## config.mk

```make
export PLATFORM = sky130hd
export DESIGN_NAME = msi_vector_bitmap_allocator
export DESIGN_NICKNAME = d
export VERILOG_FILES = /design/src/rtl/msiva_pkg.sv /design/src/rtl/msi_vector_bitmap_allocator.sv
export VERILOG_INCLUDE_DIRS = /design/src /design/src/rtl
export SDC_FILE = /design/constraint.sdc
export NUM_CORES = 1
export LEC_CHECK = 0
export ABC_AREA = 1
export BUFFER_PORTS_ARGS = -buffer_cell sky130_fd_sc_hd__buf_2
export CAP_MARGIN = 25
export CORE_MARGIN = 10
export CORE_UTILIZATION = 50
export DETAILED_ROUTE_END_ITERATION = 7
export GPL_TIMING_DRIVEN = 0
export HOLD_SLACK_MARGIN = 0.02
export PLACE_DENSITY = 0.77
export SYNTH_ARGS = -nofsm -noshare
export SYNTH_HDL_FRONTEND = slang
export SYNTH_SLANG_ARGS = --single-unit
```

## constraint.sdc

```tcl
create_clock -name i_clk -period 7.8 [get_ports i_clk]
set_input_delay 0.39 -clock i_clk [delete_from_list [all_inputs] [get_ports i_clk]]
set_output_delay 0.39 -clock i_clk [all_outputs]
set_load 0.01 [all_outputs]
```

## src/rtl/msi_vector_bitmap_allocator_assert.svh

```systemverilog
// assertion macros for the msi vector bitmap allocator
`ifndef MSI_VECTOR_BITMAP_ALLOCATOR_ASSERT_SVH
`define MSI_VECTOR_BITMAP_ALLOCATOR_ASSERT_SVH

// same-cycle implication, checked outside reset
`define MSIVA_ASSERT_NOW(lbl, clk, rst_n, ante, cons) \
    lbl: assert property (@(posedge clk) disable iff (!(rst_n)) (ante) |-> (cons)) \
        else $error("msiva assertion failed");

// next-cycle implication, checked outside reset
`define MSIVA_ASSERT_NEXT(lbl, clk, rst_n, ante, cons) \
    lbl: assert property (@(posedge clk) disable iff (!(rst_n)) (ante) |=> (cons)) \
        else $error("msiva assertion failed");

`endif

```

## src/rtl/msiva_pkg.sv

```systemverilog
// shared constants and types of the msi vector bitmap allocator
`default_nettype none

package msiva_pkg;

    // bits per word of the used-bit memory
    localparam int WORD_W = 32;
    localparam int WORD_SHIFT = 5;

    // vector numbers are 8 bits wide
    localparam int ADDR_SPAN = 256;
    localparam int VEC_W = 8;
    localparam int COUNT_W = 9;

    // parameter defaults
    localparam int DEF_VECTORS = 256;
    localparam int DEF_RESERVED = 16;

    // reset value of the vector count register
    localparam logic [COUNT_W-1:0] VCOUNT_RESET = 9'd256;

    // request kind
    localparam logic MODE_ALLOC = 1'b0;
    localparam logic MODE_RELEASE = 1'b1;

    // result status codes
    typedef enum logic [1:0] {
        ST_OK    = 2'd0,
        ST_FULL  = 2'd1,
        ST_RANGE = 2'd2
    } t_status;

endpackage

`default_nettype wire

```

## src/rtl/msi_vector_bitmap_allocator.sv

```systemverilog
// first-fit interrupt vector allocator over a used-bit map held in a word memory
//
//   channel   direction  handshake          payload
//   request   in         i_valid / o_ready  i_mode, i_vector
//   result    out        o_valid / i_ready  o_granted, o_status
//   config    in         i_cfg_we           i_cfg_data (vector count)
//
// the map lives in a 32-bit-wide memory, one word read per cycle (registered read).
// allocate: scans words until one has a free bit (1 to 8 words for 256 vectors).
// release: one read-modify-write when in range, none otherwise.
// after reset a clearing pass writes every word (ceil(min(VECTORS,256)/32) words, 8
// by default) before the first request is taken; a result waiting on i_ready does
// not block the next request, only the handoff of the one after it.
`default_nettype none

module msi_vector_bitmap_allocator #(
    parameter int VECTORS  = msiva_pkg::DEF_VECTORS,
    parameter int RESERVED = msiva_pkg::DEF_RESERVED
) (
    input  wire logic                            i_clk,
    input  wire logic                            i_rst_n,
    // request channel
    input  wire logic                            i_valid,
    output logic                                 o_ready,
    input  wire logic                            i_mode,
    input  wire logic [msiva_pkg::VEC_W-1:0]     i_vector,
    // result channel
    output logic                                 o_valid,
    input  wire logic                            i_ready,
    output logic [msiva_pkg::VEC_W-1:0]          o_granted,
    output logic [1:0]                           o_status,
    // configuration
    input  wire logic                            i_cfg_we,
    input  wire logic [msiva_pkg::COUNT_W-1:0]   i_cfg_data
);

    // only vectors below 256 can ever be searched or released
    localparam int SPAN  = (VECTORS < msiva_pkg::ADDR_SPAN) ? VECTORS : msiva_pkg::ADDR_SPAN;
    localparam int WORDS = (SPAN + msiva_pkg::WORD_W - 1) / msiva_pkg::WORD_W;
    localparam int WAW   = (WORDS > 1) ? $clog2(WORDS) : 1;
    localparam int BW    = msiva_pkg::WORD_SHIFT;

    typedef enum logic [2:0] {
        S_INIT,
        S_IDLE,
        S_SCAN,
        S_REL,
        S_OUT
    } t_state;

    t_state                          r_state;
    logic [WAW-1:0]                  r_addr;
    logic [BW-1:0]                   r_bit;
    logic [msiva_pkg::WORD_W-1:0]    r_rdata;
    logic [msiva_pkg::WORD_W-1:0]    mem [WORDS];
    logic [msiva_pkg::COUNT_W-1:0]   r_vector_count;
    logic [msiva_pkg::VEC_W-1:0]     r_res_granted;
    msiva_pkg::t_status              r_res_status;
    logic                            r_o_valid;
    logic [msiva_pkg::VEC_W-1:0]     r_o_granted;
    msiva_pkg::t_status              r_o_status;

    logic [msiva_pkg::COUNT_W-1:0]   s_n;
    logic [msiva_pkg::COUNT_W-1:0]   s_base;
    logic [msiva_pkg::COUNT_W:0]     s_next_base;
    logic [msiva_pkg::WORD_W-1:0]    s_mask;
    logic [msiva_pkg::WORD_W-1:0]    s_free;
    logic [msiva_pkg::WORD_W-1:0]    s_init_word;
    logic [BW-1:0]                   s_idx;
    logic [2:0]                      s_vec_word;
    logic                            s_accept;
    logic                            s_rel_bad;
    logic                            s_we;
    logic [WAW-1:0]                  s_waddr;
    logic [msiva_pkg::WORD_W-1:0]    s_wdata;
    logic [WAW-1:0]                  s_raddr;

    assign s_accept = i_valid && o_ready;
    assign o_ready  = (r_state == S_IDLE);
    assign o_valid  = r_o_valid;
    assign o_granted = r_o_granted;
    assign o_status  = r_o_status;

    // usable count: smaller of the register and the stored span
    assign s_n = (r_vector_count > msiva_pkg::COUNT_W'(SPAN))
               ? msiva_pkg::COUNT_W'(SPAN) : r_vector_count;

    // first vector number of the word under scan
    assign s_base      = msiva_pkg::COUNT_W'({r_addr, {BW{1'b0}}});
    assign s_next_base = {1'b0, s_base} + (msiva_pkg::COUNT_W + 1)'(msiva_pkg::WORD_W);

    // word index of a released vector
    assign s_vec_word = i_vector[msiva_pkg::VEC_W-1:BW];

    assign s_rel_bad = ({1'b0, i_vector} < msiva_pkg::COUNT_W'(RESERVED))
                    || ({1'b0, i_vector} >= s_n);

    // per-bit range mask, free bits and reserved pattern of the current word
    always_comb begin
        for (int b = 0; b < msiva_pkg::WORD_W; b++) begin
            s_mask[b]      = ((s_base + msiva_pkg::COUNT_W'(b)) < s_n);
            s_init_word[b] = ((int'(r_addr) * msiva_pkg::WORD_W + b) < RESERVED);
        end
        s_free = ~r_rdata & s_mask;
    end

    // lowest free bit of the word
    always_comb begin
        s_idx = '0;
        for (int b = msiva_pkg::WORD_W - 1; b >= 0; b--) begin
            if (s_free[b]) begin
                s_idx = BW'(b);
            end
        end
    end

    // memory write and read address selection
    always_comb begin
        s_we    = 1'b0;
        s_waddr = r_addr;
        s_wdata = r_rdata;
        s_raddr = '0;
        case (r_state)
            S_INIT: begin
                s_we    = 1'b1;
                s_wdata = s_init_word;
            end
            S_IDLE: begin
                if (i_mode == msiva_pkg::MODE_RELEASE) begin
                    s_raddr = WAW'(s_vec_word);
                end
            end
            S_SCAN: begin
                if (s_free != '0) begin
                    s_we    = 1'b1;
                    s_wdata = r_rdata | (msiva_pkg::WORD_W'(1) << s_idx);
                end else begin
                    s_raddr = r_addr + WAW'(1);
                end
            end
            S_REL: begin
                s_we    = 1'b1;
                s_wdata = r_rdata & ~(msiva_pkg::WORD_W'(1) << r_bit);
            end
            default: begin
                s_we = 1'b0;
            end
        endcase
    end

    // used-bit memory
    always_ff @(posedge i_clk) begin
        if (s_we) begin
            mem[s_waddr] <= s_wdata;
        end
        r_rdata <= mem[s_raddr];
    end

    // vector count register
    always_ff @(posedge i_clk) begin
        if (!i_rst_n) begin
            r_vector_count <= msiva_pkg::VCOUNT_RESET;
        end else if (i_cfg_we) begin
            r_vector_count <= i_cfg_data;
        end
    end

    // control sequencer and output word register
    always_ff @(posedge i_clk) begin
        if (!i_rst_n) begin
            r_state   <= S_INIT;
            r_addr    <= '0;
            r_o_valid <= 1'b0;
        end else begin
            // output word taken and no new word loaded behind it
            if (r_o_valid && i_ready && (r_state != S_OUT)) begin
                r_o_valid <= 1'b0;
            end
            case (r_state)
                S_INIT: begin
                    if (r_addr == WAW'(WORDS - 1)) begin
                        r_addr  <= '0;
                        r_state <= S_IDLE;
                    end else begin
                        r_addr <= r_addr + WAW'(1);
                    end
                end
                S_IDLE: begin
                    if (s_accept) begin
                        r_bit <= i_vector[BW-1:0];
                        r_res_granted <= '0;
                        if (i_mode == msiva_pkg::MODE_ALLOC) begin
                            r_addr  <= '0;
                            r_state <= S_SCAN;
                        end else if (s_rel_bad) begin
                            r_res_status <= msiva_pkg::ST_RANGE;
                            r_state      <= S_OUT;
                        end else begin
                            r_addr  <= WAW'(s_vec_word);
                            r_state <= S_REL;
                        end
                    end
                end
                S_SCAN: begin
                    if (s_free != '0) begin
                        r_res_granted <= msiva_pkg::VEC_W'({r_addr, s_idx});
                        r_res_status  <= msiva_pkg::ST_OK;
                        r_state       <= S_OUT;
                    end else if (s_next_base >= {1'b0, s_n}) begin
                        r_res_status <= msiva_pkg::ST_FULL;
                        r_state      <= S_OUT;
                    end else begin
                        r_addr <= r_addr + WAW'(1);
                    end
                end
                S_REL: begin
                    r_res_status <= msiva_pkg::ST_OK;
                    r_state      <= S_OUT;
                end
                S_OUT: begin
                    if (!r_o_valid || i_ready) begin
                        r_o_valid   <= 1'b1;
                        r_o_granted <= r_res_granted;
                        r_o_status  <= r_res_status;
                        r_state     <= S_IDLE;
                    end
                end
                default: begin
                    r_state <= S_IDLE;
                end
            endcase
        end
    end

    `include "msi_vector_bitmap_allocator_assert.svh"

    // an accepted request always takes the sequencer out of idle in the next cycle
    `MSIVA_ASSERT_NEXT(a_accept_busy, i_clk, i_rst_n, s_accept, r_state != S_IDLE)
    // no request is taken during the clearing pass
    `MSIVA_ASSERT_NOW(a_init_closed, i_clk, i_rst_n, r_state == S_INIT, !o_ready)
    // status is one of the three defined codes
    `MSIVA_ASSERT_NOW(a_status_code, i_clk, i_rst_n, o_valid, (o_status == msiva_pkg::ST_OK || o_status == msiva_pkg::ST_FULL || o_status == msiva_pkg::ST_RANGE))
    // a failed or flagged result never carries a vector number
    `MSIVA_ASSERT_NOW(a_granted_zero, i_clk, i_rst_n, o_valid && (o_status != msiva_pkg::ST_OK), o_granted == '0)

endmodule

`default_nettype wire
```

## Word-level counts from Yosys, hierarchy flattened

Memories as Yosys holds them, arrays and structs flattened. A register that Yosys moved wholly into a read port is not among the register bits.
Cells that the tools add are included.

| operators by class | value |
|---|---|
| bitwise logic cells | 5 |
| add/sub/neg operators | 64 |
| order comparisons | 68 |
| multiplexer cells | 69 |
| reductions and logical operators | 18 |
| equality and inequality tests | 16 |
| shift-type cells | 2 |

Operator list:

| kind | count |
|---|---|
| 8-bit by 5-bit adder with 9-bit output, second input constant | 32 |
| 9-bit by 5-bit less-than comparator with 1-bit output, second input constant | 31 |
| 9-bit less-than comparator | 31 |
| 5-bit two-way mux | 32 |
| 8-bit by 4-bit adder with 9-bit output, second input constant | 16 |
| 32-bit one-hot mux with 3 select lines | 1 |
| 8-bit by 3-bit adder with 9-bit output, second input constant | 8 |
| 32-bit bitwise AND | 2 |
| 32-bit NOT | 2 |
| 1-bit by 5-bit left shift with 32-bit output, first input constant | 2 |
| 3-bit two-way mux | 15 |
| 8-bit by 2-bit adder with 9-bit output, second input constant | 4 |
| 32-bit two-way mux | 1 |
| 32-bit bitwise OR | 1 |
| 32-bit nonzero test | 1 |
| 8-bit by 1-bit adder with 9-bit output, second input constant | 2 |
| 8-bit by 5-bit less-than comparator with 1-bit output, second input constant | 2 |
| 8-bit two-way mux | 2 |
| 8-bit one-hot mux with 2 select lines | 1 |
| 3-bit one-hot mux with 5 select lines | 1 |
| 2-bit two-way mux | 5 |
| 2-bit != test, second input constant | 5 |
| 8-bit by 6-bit adder with 9-bit output, second input constant | 1 |
| 8-bit by 9-bit >= comparator with 1-bit output | 1 |
| 26 further kinds | 43 |

| word-level totals | value |
|---|---|
| memories | 1 |
| bits of input ports | 23 |
| memory bits (writable) | 256 |
| register bits | 41 |

Memory list:

| memory | depth | bits a word | rd ports | clocked after Yosys merged registers in | wr ports | line | source |
|---|---|---|---|---|---|---|---|
| mem | 8 | 32 | 1 | 1 | 1 | msi_vector_bitmap_allocator.sv:55 | `logic [msiva_pkg::WORD_W-1:0] mem [WORDS];` |

## Depth between registers and ports, before layout

| depth | value |
|---|---|
| word-level depth | 40 |
| mapped depth | 50 |
| mapped depth without buffers | 50 |

## Worst setup path before layout

No wires, ideal clock.

| timing path | value |
|---|---|
| kind | flip-flop to flip-flop |
| from | register r_vector_count[4] in the netlist's numbering |
| to | memory mem[7][0] in the netlist's numbering (enable) |
| path buffers | 0 |
| path slack | 1.650 ns |
| data required time | 7.298 ns |
| data arrival time | 5.648 ns |
| stages on the path, launching flop included | 21 |
| cell sequence | dfxtp_1 -> nor2_1 -> nand2_1 -> o21ai_1 -> nand2_1 -> ha_1 -> nand2_1 -> nand2_1 -> a21boi_4 -> inv_1 -> a21oi_1 -> inv_1 -> nor2_1 -> o211ai_1 -> nand2_1 -> nor2_1 -> nand2_1 -> nor2_1 -> nand2_1 -> a21oi_1 -> nor4_1 |

| on the way | value |
|---|---|
| longest elaborated chain between the ends | 9 |
| elaborated cells on any way between the ends | 40 |

RTL lines:

| what | line | source |
|---|---|---|
| start: declaration | msi_vector_bitmap_allocator.sv:56 | `logic [msiva_pkg::COUNT_W-1:0] r_vector_count;` |
| start signal: assignment | msi_vector_bitmap_allocator.sv:162 | `r_vector_count <= msiva_pkg::VCOUNT_RESET;` |
| start signal: assignment | msi_vector_bitmap_allocator.sv:164 | `r_vector_count <= i_cfg_data;` |
| 9-bit greater-than comparator | msi_vector_bitmap_allocator.sv:85 | `assign s_n = (r_vector_count > msiva_pkg::COUNT_W'(SPAN))` |
| 9-bit two-way mux * | msi_vector_bitmap_allocator.sv:86 | `? msiva_pkg::COUNT_W'(SPAN) : r_vector_count;` |
| 8-bit by 9-bit less-than comparator with 1-bit output or 9-bit less-than comparator (tied branches) | msi_vector_bitmap_allocator.sv:101 | `s_mask[b] = ((s_base + msiva_pkg::COUNT_W'(b)) < s_n);` |
| 32-bit bitwise AND * | msi_vector_bitmap_allocator.sv:104 | `s_free = ~r_rdata & s_mask;` |
| 32-bit nonzero test * | msi_vector_bitmap_allocator.sv:134 | `if (s_free != '0) begin` |
| 1-bit two-way mux * | msi_vector_bitmap_allocator.sv:134 |  |
| 1-bit one-hot mux with 2 select lines * | msi_vector_bitmap_allocator.sv:123 | `case (r_state)` |
| 1-bit two-way mux * | msi_vector_bitmap_allocator.sv:153 | `if (s_we) begin` |
| 1-bit two-way mux (implied by the code) * | msi_vector_bitmap_allocator.sv:154 | `mem[s_waddr] <= s_wdata;` |
| end: declaration | msi_vector_bitmap_allocator.sv:55 |  |

Every way passes the cells marked *; elsewhere a longest branch is shown, timed or not.

## Worst setup path in the final report

| timing path | value |
|---|---|
| from | register r_vector_count[4] in the netlist's numbering |
| to | memory mem[2][27] in the netlist's numbering, data pin |

| on the way | value |
|---|---|
| longest elaborated chain between the ends | 40 |
| elaborated cells on any way between the ends | 72 |

RTL lines:

| what | line | source |
|---|---|---|
| 9-bit greater-than comparator | msi_vector_bitmap_allocator.sv:85 |  |
| 9-bit two-way mux * | msi_vector_bitmap_allocator.sv:86 |  |
| 9-bit less-than comparator | msi_vector_bitmap_allocator.sv:101 |  |
| 32-bit bitwise AND * | msi_vector_bitmap_allocator.sv:104 |  |
| 5-bit two-way mux (32 in series) | msi_vector_bitmap_allocator.sv:111 | `if (s_free[b]) begin` |
| 1-bit by 5-bit left shift with 32-bit output | msi_vector_bitmap_allocator.sv:136 | `s_wdata = r_rdata \| (msiva_pkg::WORD_W'(1) << s_idx);` |
| 32-bit bitwise OR | msi_vector_bitmap_allocator.sv:136 |  |
| 32-bit two-way mux * | msi_vector_bitmap_allocator.sv:134 |  |
| 32-bit one-hot mux with 3 select lines * | msi_vector_bitmap_allocator.sv:123 |  |
| via s_wdata, one bit | msi_vector_bitmap_allocator.sv:75 | `logic [msiva_pkg::WORD_W-1:0] s_wdata;` |

Mark *: on every way through the listed nets, which the timed path passes. The rest lies on a longest branch.

==> results.md <==
* Outcome: complete, no violations
* Slew Limit Headroom at 26.7%
* Routability cong. at 0.994
* Yosys Warn Count at 0
* Post-CTS setup buffer count at 0
* Sw Share at 33.4%
* Synth Instances at ~1400
* CTS resizes at 0
* ANT nets after route at 0
* GR Overflow Total at 0
* Crit Path Class: flop to flop
* Ant diodes at 0
* NetSw at ~2.0 mW
* Fin Setup TNS at 0 ns
* Endpoints failing setup at 0
* Critical path data arrival time at between 5 and 6 ns
* Setup crit end kind: flop
* FF+latch count, synth at 329
* DRT Wirelength at around 40000 µm
* Crit-path slowest cell: o32ai_1
* Final setup skew at 0.0258 ns
* # IOs at 35
* Fmax at around 180 MHz
* Die X at 190 µm
* Hold crit path type: primary input to flop
* Pwr dens at 364 nW/µm²
* Startpoint types: flop
* Worst Path Required at between 7 and 8 ns
* Area contributors post-synth: edfxtp_1 58%, dfxtp_1 6.6%, nor2_1 6.6%
* I/O Buffers at 34
* Gr usage total at around 22%
* Post-synth top area cell: edfxtp_1
* Clk Latency, worst-skew pair at between 0.5 and 0.6 ns
* Core box area at 28700 µm²
* Layout area overhead at 14.3%
* Final hold violation count at 0
* Die H at 190 µm
* Fin util at approximately 58%
* Root buf cell: clkbuf_16
* Comb pwr share at 27.4%
* Sequential power share at between 40% and 50%
* First DRT Iteration DRCs at 1370
* Vias/cell at 5.86
* Async SR Flop Fraction at 0%
* Final period util at 70.0%
* Number of global-route vias before repair at 10500
* Internal power at ~4.0 mW
* Final net count at 1524
* Initial Util at 50.6%
* Hold bufs inserted after CTS at 0
* Worst path max stage delay at 0.90 ns
* Worst-Margin Slew at ~1.1 ns
* TritonCTS Buffers at 35
* Post-route minimum period at ~5.5 ns
* Rows at 62
* Post-synthesis cell type count at 40
* Pins Over Slew Limit at 0
* Per-cell routed wire length at 21.4 µm
* CTS tree: yes
* Largest net degree at the start of global routing at 23
* Syn_nets at 1428
* Dpl hpwl at 29400 µm
* Worst-path clk slew at 0.07 ns
* Mean area per synthesized cell at 10.5 µm²
* Sequential element share of the synthesized area at approximately 65%
* DRC at 0
* RSZ-0062 raised after global routing: no
* Via count at 11100
* # clock sinks at 329
* LEAKAGE at ~6 nW
* Clock power share at between 20% and 30%
* Ys flop type: edfxtp_1
* First-pass DRT Iterations at 7
* Initial antenna violation count at 0
* Peak VDD IR at 0.158 mV
* Most used cell, CP: nand2_1
* Clock tree buffer depth at 3
* Crit path max fanout at 9
* Synthesized cell area at 14500 µm²
* H-Tree Depth at 2
* First-pass GRT wire length at 62000 µm
* Share of layout cells above drive strength 1 at under 10%
* Max Cap Violations at 0
* Total die area at 36200 µm²
* Post-synth top area share at 58.1%
* Post-synth EDFFs at 281
## state kept, by name, indices dropped and copies added, names as in the netlist
register / flops
r_addr: 3
o_status: 2
r_state: 3
mem: 256
r_res_status: 2
r_vector_count: 9
o_valid: 1
r_bit: 5
o_granted: 8
r_res_granted: 8
r_rdata: 32
## worst paths after layout
kind	to	from	slack, ns	depth (start not counted)
setup / recovery	mem[2][27]$_DFFE_PP_	r_vector_count[4]$_SDFFE_PN0P_	2.34	44
setup reg to reg	mem[2][27]$_DFFE_PP_	r_vector_count[4]$_SDFFE_PN0P_	2.34	44
hold / removal	r_bit[0]$_DFFE_PP_	i_vector[0]	0.09	1
hold reg to reg	o_status[0]$_DFFE_PP_	r_res_status[0]$_DFFE_PP_	0.42	0
## layout by cell type, fill, tap and decap left out, types with 22 or more instances in the layout
master / instances
nand3_1: 28
o22ai_1: 37
edfxtp_1: 281
clkbuf_16: 35
nand2_1: 155
buf_2: 40
inv_1: 102
o21bai_1: 37
dfxtp_1: 48
nand4_1: 22
clkbuf_1: 58
nor2_1: 251
a21oi_1: 40
o21ai_0: 170
a31oi_1: 47
## power groups by stage
stage                     Sequential, mW  Combinational [mW]  Clock, mW
after floorplan                     2.75                1.05          0
after global routing                2.83                1.81       1.68
after CTS                           2.79                1.62       1.60
after global placement              2.84                1.48          0
final                               2.79                1.65       1.59
after detailed placement            2.82                1.61          0
## stage by stage
step / area (µm²) / setup WS (ns) / cells / hold slack, ns / total power [mW]
after floorplan: 14500 / 1.65 / 1386 / 0.400 / 3.80
after global placement: 15200 / -2.01 / 1804 / 0.404 / 4.32
after detailed placement: 15500 / 2.46 / 1828 / 0.406 / 4.43
after CTS: 16600 / 2.42 / 1890 / 0.0764 / 6.01
after global routing: 16600 / 1.79 / 1891 / 0.0850 / 6.32
final: 16600 / 2.34 / 1891 / 0.0855 / 6.04
## cells by family after synthesis
logic type / Yosys count / synth area share [%]
simple gates: 489 / 13.9
buf+inv: 173 / 4.52
fa+ha+maj: 19 / 1.64
compound gates: 376 / 15.2
flops: 329 / 64.8
## critical path, delay by kind of cell, from the launching register on
kind / cells / cell delay, ns
fa+ha+maj: 1 / 0.38
simple gates: 38 / 2.62
compound gates: 4 / 1.60
flops: 1 / 0.37
buf+inv: 1 / 0.12
## cell usage after synthesis, drive strengths merged (9+ instances only)
library cell,count
inv,107
nor3,13
o21ai,176
clkbuf,53
nand3,31
o211ai,15
a31oi,48
edfxtp,281
buf,9
nand4,22
o21bai,37
a21oi,40
dfxtp,48
nor2,256
o22ai,37
nand2,161
ha,19
## area by class of cell
type                            count  area (µm²)
Buffer                             62         239
Clock buffer                       43         936
Clock inverter                     19         174
Fill cell                        2369       12100
Inverter                          111         417
Multi-Input combinational cell    884        4520
Sequential cell                   329        9400
Tap cell                          384         480
Timing Repair Buffer               59         434
## layer usage
metal	part of all wire [%]	track usage (%)	vias to the layer above
li1	-	-	5139
met2	46	35.1	569
met3	9.1	3.40	91
met1	41	29.8	5290
met4	3.8	8.75	0
met5	0	0	-
No activity file was read; power rests on OpenSTA's default activity.
